--- src/sv/assert_macros.svh ---
// Assertion macros for the RTL files that check themselves; the top level uses them.
// No dependencies; include by bare file name.
`ifndef ASSERT_MACROS_SVH
`define ASSERT_MACROS_SVH

// Property must hold at every edge outside reset.
`define ASSERT_CHK(name, clk, rst_n, prop) \
	name: assert property (@(posedge clk) disable iff (!rst_n) prop) \
		else $error("%m: check failed");

// Expression must never be true outside reset.
`define ASSERT_NEVER(name, clk, rst_n, expr) \
	name: assert property (@(posedge clk) disable iff (!rst_n) !(expr)) \
		else $error("%m: forbidden condition seen");

`endif

--- src/sv/fnps_pkg.sv ---
// Shared types and constants of the noisy Fenwick prefix-sum block.
// No dependencies; imported by the controller, the datapath and the top level.
`default_nettype none

package fnps_pkg;

	localparam logic [1:0] OP_NOISE   = 2'd0;
	localparam logic [1:0] OP_DATA    = 2'd1;
	localparam logic [1:0] OP_RESTART = 2'd2;
	localparam logic [1:0] OP_NONE    = 2'd3;

	localparam int OPCODE_W   = 2;
	localparam int NODE_IN_W  = 11;
	localparam int DIM_IN_W   = 2;
	localparam int VALUE_W    = 64;
	localparam int STEP_OUT_W = 10;
	localparam int DIM_OUT_W  = 2;

	localparam int IN_USED_W   = NODE_IN_W + DIM_IN_W + VALUE_W;
	localparam int IN_DATA_W   = ((IN_USED_W + 7) / 8) * 8;
	localparam int OUT_USED_W  = VALUE_W + STEP_OUT_W + DIM_OUT_W;
	localparam int OUT_DATA_W  = ((OUT_USED_W + 7) / 8) * 8;

	typedef struct packed {
		logic noise_we;
		logic data_start;
		logic restart;
		logic clr_step;
		logic upd_wr;
		logic qry_issue;
		logic out_load;
	} fnps_cmd_t;

	typedef struct packed {
		logic overrun;
		logic clr_last;
		logic upd_more;
		logic qry_more;
		logic out_busy;
	} fnps_sts_t;

endpackage

`default_nettype wire

--- src/sv/fnps_ctrl.sv ---
// Controller of the noisy Fenwick prefix-sum block: input decode and walk sequencing.
// Depends on fnps_pkg for opcodes and the command/status structs.
`default_nettype none

module fnps_ctrl (
	input  wire logic                        clk,
	input  wire logic                        arst_n,
	input  wire logic                        s_tvalid,
	input  wire logic [fnps_pkg::OPCODE_W-1:0] opcode,
	input  wire fnps_pkg::fnps_sts_t         sts,
	output logic                             s_tready,
	output fnps_pkg::fnps_cmd_t              cmd
);
	import fnps_pkg::*;

	localparam logic [2:0] S_CLEAR   = 3'd0;
	localparam logic [2:0] S_IDLE    = 3'd1;
	localparam logic [2:0] S_UPD_RD  = 3'd2;
	localparam logic [2:0] S_UPD_WR  = 3'd3;
	localparam logic [2:0] S_QRY     = 3'd4;
	localparam logic [2:0] S_QRY_END = 3'd5;
	localparam logic [2:0] S_DONE    = 3'd6;

	logic [2:0] state_q;
	logic [2:0] state_d;

	always_ff @(posedge clk or negedge arst_n) begin
		if (!arst_n) begin
			state_q <= S_CLEAR;
		end else begin
			state_q <= state_d;
		end
	end

	always_comb begin
		state_d  = state_q;
		cmd      = '0;
		s_tready = (state_q == S_IDLE);
		unique case (state_q)
			S_CLEAR: begin
				cmd.clr_step = 1'b1;
				if (sts.clr_last) begin
					state_d = S_IDLE;
				end
			end
			S_IDLE: begin
				if (s_tvalid) begin
					unique case (opcode)
						OP_NOISE: begin
							cmd.noise_we = 1'b1;
						end
						OP_DATA: begin
							cmd.data_start = 1'b1;
							// overrun skips the walks and reports at once
							state_d = sts.overrun ? S_DONE : S_UPD_RD;
						end
						OP_RESTART: begin
							cmd.restart = 1'b1;
							state_d     = S_CLEAR;
						end
						OP_NONE: begin
							state_d = S_IDLE;
						end
						default: begin
							state_d = S_IDLE;
						end
					endcase
				end
			end
			S_UPD_RD: begin
				state_d = S_UPD_WR;
			end
			S_UPD_WR: begin
				cmd.upd_wr = 1'b1;
				state_d    = sts.upd_more ? S_UPD_RD : S_QRY;
			end
			S_QRY: begin
				cmd.qry_issue = 1'b1;
				if (!sts.qry_more) begin
					state_d = S_QRY_END;
				end
			end
			S_QRY_END: begin
				state_d = S_DONE;
			end
			S_DONE: begin
				// hold the result until the output register frees up
				if (!sts.out_busy) begin
					cmd.out_load = 1'b1;
					state_d      = S_IDLE;
				end
			end
			default: begin
				state_d = S_IDLE;
			end
		endcase
	end

endmodule

`default_nettype wire

--- config.mk ---
export PLATFORM = sky130hd
export DESIGN_NAME = fnps_ctrl
export DESIGN_NICKNAME = d
export VERILOG_FILES = /design/src/sv/assert_macros.svh /design/src/sv/fnps_pkg.sv /design/src/sv/fnps_ctrl.sv
export SDC_FILE = /design/constraint.sdc
export NUM_CORES = 1
export LEC_CHECK = 0
export BUFFER_PORTS_ARGS = -buffer_cell sky130_fd_sc_hd__clkbuf_2
export CORE_AREA = 2 2 39 41
export CTS_BUF_LIST = sky130_fd_sc_hd__clkbuf_16
export DETAILED_ROUTE_END_ITERATION = 7
export DIE_AREA = 0 0 41 43
export GPL_TIMING_DRIVEN = 0
export PLACE_DENSITY = 0.59
export SLEW_MARGIN = 15
export SYNTH_ARGS = -nofsm -noshare
export SYNTH_HDL_FRONTEND = slang
export SYNTH_SLANG_ARGS = --single-unit
--- constraint.sdc ---
create_clock -name clk -period 2.9 [get_ports clk]
set_clock_uncertainty 0.05 [all_clocks]
set_input_delay 0.29 -clock clk [delete_from_list [all_inputs] [get_ports clk]]
set_output_delay 0.29 -clock clk [all_outputs]
set_load 0.05 [all_outputs]
# Yosys cells after proc, flatten, opt, wreduce, memory -nomap -nowiden
# Index checks and enable logic that the tools add are counted.
[totals] reg_bits=3 inputBits=10 out_inout_bits=8 wordCells=36
[op_classes] eq_ne=14 mux=18 reduce_logical=3
[ops] cell="$mux W3" count=8
[ops] cell="$pmux W3 S7" count=1
[ops] cell="$eq A3 B3 Y1 const B" count=3
[ops] cell="$pmux W3 S3" count=1
[ops] cell="$mux W1" count=8
[ops] cell="$ne A2 B2 Y1 const B" count=4
[ops] cell="$eq A3 B2 Y1 const B" count=2
[ops] cell="$reduce_and A5 Y1" count=1
[ops] cell="$eq A2 B2 Y1 const B" count=2
[ops] cell="$ne A4 B1 Y1 const B" count=1
[ops] cell="$eq A3 B1 Y1 const B" count=1
[ops] cell="$logic_not A3 Y1" count=1
[ops] cell="$eq A2 B1 Y1 const B" count=1
[ops] cell="$logic_not A2 Y1" count=1

# Longest topological paths before layout
[logic_depth] word_depth=4 mapped_depth=4

# Worst setup path before layout
# OpenSTA, ideal clock, no wires.
[synth_timing] path_type="reg2out" from="register state_q[2]" to="output port cmd[0] in the netlist's numbering" arrival_time_ns=1.819 required_time_ns=2.560 slack_ns=0.741 path_stages_with_launch=4 path_buffers=1 cell_sequence="dfrtp_1 -> buf_6 -> or2b_2 -> nor3_1"
[synth_lines] element="start, declared" line_no="fnps_ctrl.sv:24" text="logic [2:0] state_q;"
[synth_lines] element="start signal, assigned" line_no="fnps_ctrl.sv:31" text="state_q <= state_d;"
[synth_lines] element="end, declared" line_no="fnps_ctrl.sv:12" text="output fnps_pkg::fnps_cmd_t cmd"

==> run metrics <==
reg2reg path depth 4; WL/cell 12.04 um; Post-synth EDFFs 0; post-DP HPWL 652.7 um; Worst Setup Start Kind flop; Top Registers state_q: 3 flops; area grow syn2layout 55.96%; status finished clean; PwrDens 1299 mW/mm^2; CP Depth 5; Rows 14; Rel. slew slack 0.8159; Bufs and invs on worst path 2; Crit. End Element output port; yosys warns 0; mean post-synth cell area 8.887 um^2; final number of setup-violating endpoints 0; nets 72; Boundary Pins 18; Syn Inst Count 39; sequential share of the synthesized area 0.2166; Initial Utilization 0.2505; die area 0.001763 mm^2; fin crit share 0.6334; Top reg by flops state_q; placed cells 72; first-pass GRT wire length 1483 um; static leakage 0.2727 nW; fin util 0.3906; most frequent cells in the layout clkbuf_2 (17), clkbuf_16 (3), dfrtp_1 (3); length of the first detailed-routing pass in iterations 2; Post-Route Setup TNS 0 ps; Fillers 149; commonest non-fill, non-tap cell in the layout clkbuf_2; crit-path max FO 10; H-tree Lvls 1; max reg flops 3; Worst VDD drop 0.0003493 V; total CTS buffers 3; RSZ-0062 raised after global routing no; Via-to-Cell Ratio 4.831; Clk Latency, worst-skew pair 230 ps; worst min-delay path class primary input to async pin; # DRC 0; Yosys reg bits 3; Critical Path AT 1500 ps; Reg clk slew, reported paths 30 ps; post-place instance area 451.7 um^2; clock buffer depth 2; worst-margin pin slew 277.4 ps; grt ovf 0; Post-Route WL 927 um; Via Count 372; Yosys cell types 29; initial antenna violation count 0; Design Area, Final 540.5 um^2; cell family with most CP delay simple AND/OR/NAND/NOR gates; cells along the critical path buf_6, nor2_2, and2_1, and4b_1, clkbuf_2; critical path type flop to output port; placeable core area 0.001384 mm^2; CTS root buf clkbuf_16; number of global-route vias before repair 379; ys flop type dfrtp_1; synthesized cell area 346.6 um^2; ys async rst share 1.000; max frequency 544.4 MHz; clock sinks 3; die width 41 um; Final Non-Filler Cells 77; Hold Fails Final Rpt 0; antenna-violating nets left 0; Slew Limit Fails 0; Die Ht 43 um; share of layout cells above drive strength 1 0.4590; max-cap violation count 0; cell at the slowest stage of the critical path dfrtp_1; Mapped Nets 49; Data required, critical path 2560 ps; CTS tree done; Initial DRC Count 4; Crit path largest cell delay 360 ps; largest net degree at the start of global routing 11; GRT Overall Usage 0.1275; I/O Buffers 17; crit path time final 1837 ps; RePlAce Congestion 0.7141; antenna cells 0
==> path summary, 6_finish.rpt <==
path                                         from                endpoint  slack, ps
max                        state_q[2]$_DFFE_PN0P_                  cmd[4]       1060
min                                        arst_n  state_q[1]$_DFFE_PN0P_        360
max reg2reg                state_q[0]$_DFFE_PN0P_  state_q[2]$_DFFE_PN0P_       1610
min reg2reg                state_q[2]$_DFFE_PN0P_  state_q[1]$_DFFE_PN0P_        530
max in group asynchronous                  arst_n  state_q[0]$_DFFE_PN0P_       2330
min in group clk                           sts[4]  state_q[2]$_DFFE_PN0P_        360
==> through the flow <==
step | total power (W) | hold slack (ps) | setup WS (ps)
after floorplan | 0.0004025 | -55.59 | 740.9
after global placement | 0.0004771 | 37.46 | 1287
after detailed placement | 0.0004796 | 38.59 | 1284
after CTS | 0.0007051 | 354.1 | 1046
after global routing | 0.0007457 | 377.8 | 962.7
final | 0.0007021 | 355.1 | 1063
==> where the power goes <==
| group | leakage [nW] | internal, W | total, W | switching, W |
|---|---|---|---|---|
| combinational | 0.195 | 0.000151 | 0.000401 | 0.000250 |
| clock | 0.0423 | 0.000178 | 0.000220 | 0.0000417 |
| sequential | 0.0359 | 0.0000643 | 0.0000813 | 0.0000170 |
| total | 0.273 | 0.000394 | 0.000702 | 0.000308 |
==> cells in the mapped netlist (2+ instances only) <==
master / n / area share
and2b_1: 2 / 0.043
and4b_1: 2 / 0.058
buf_6: 2 / 0.065
dfrtp_1: 3 / 0.22
nor2_1: 2 / 0.022
nor2_2: 2 / 0.036
nor3_1: 2 / 0.029
o21ai_0: 2 / 0.029
o31ai_1: 2 / 0.043
==> metal layers <==
| layer | part of all wire | global-route usage | up-vias |
|---|---|---|---|
| li1 | - | - | 188 |
| met1 | 0.46 | 0.1479 | 168 |
| met2 | 0.46 | 0.1938 | 14 |
| met3 | 0.060 | 0.02094 | 2 |
| met4 | 0.018 | 0.1000 | 0 |
| met5 | 0 | 0 | - |
==> cell families after synthesis <==
| group | Yosys count | synth area share |
|---|---|---|
| flops | 3 | 0.2166 |
| buf+inv | 4 | 0.09747 |
| compound gates | 9 | 0.1624 |
| mux | 1 | 0.06498 |
| simple gates | 22 | 0.4585 |
==> final cells by class <==
cell class / count / area, um^2 / share of cell area
Clock inverter: 1 / 3.754 / 0.006944
Tap cell: 16 / 20.02 / 0.03704
Timing Repair Buffer: 18 / 95.09 / 0.1759
Clock buffer: 3 / 75.07 / 0.1389
Multi-Input combinational cell: 32 / 237.7 / 0.4398
Sequential cell: 3 / 75.07 / 0.1389
Inverter: 1 / 3.754 / 0.006944
Buffer: 3 / 30.03 / 0.05556
==> repair_timing <==
item	CTS	global route
resized for setup	0	0
hold buffers	1	0
endpoints found under the hold margin	3	0
setup buffers	0	0
(Power assumes the default switching activity.)
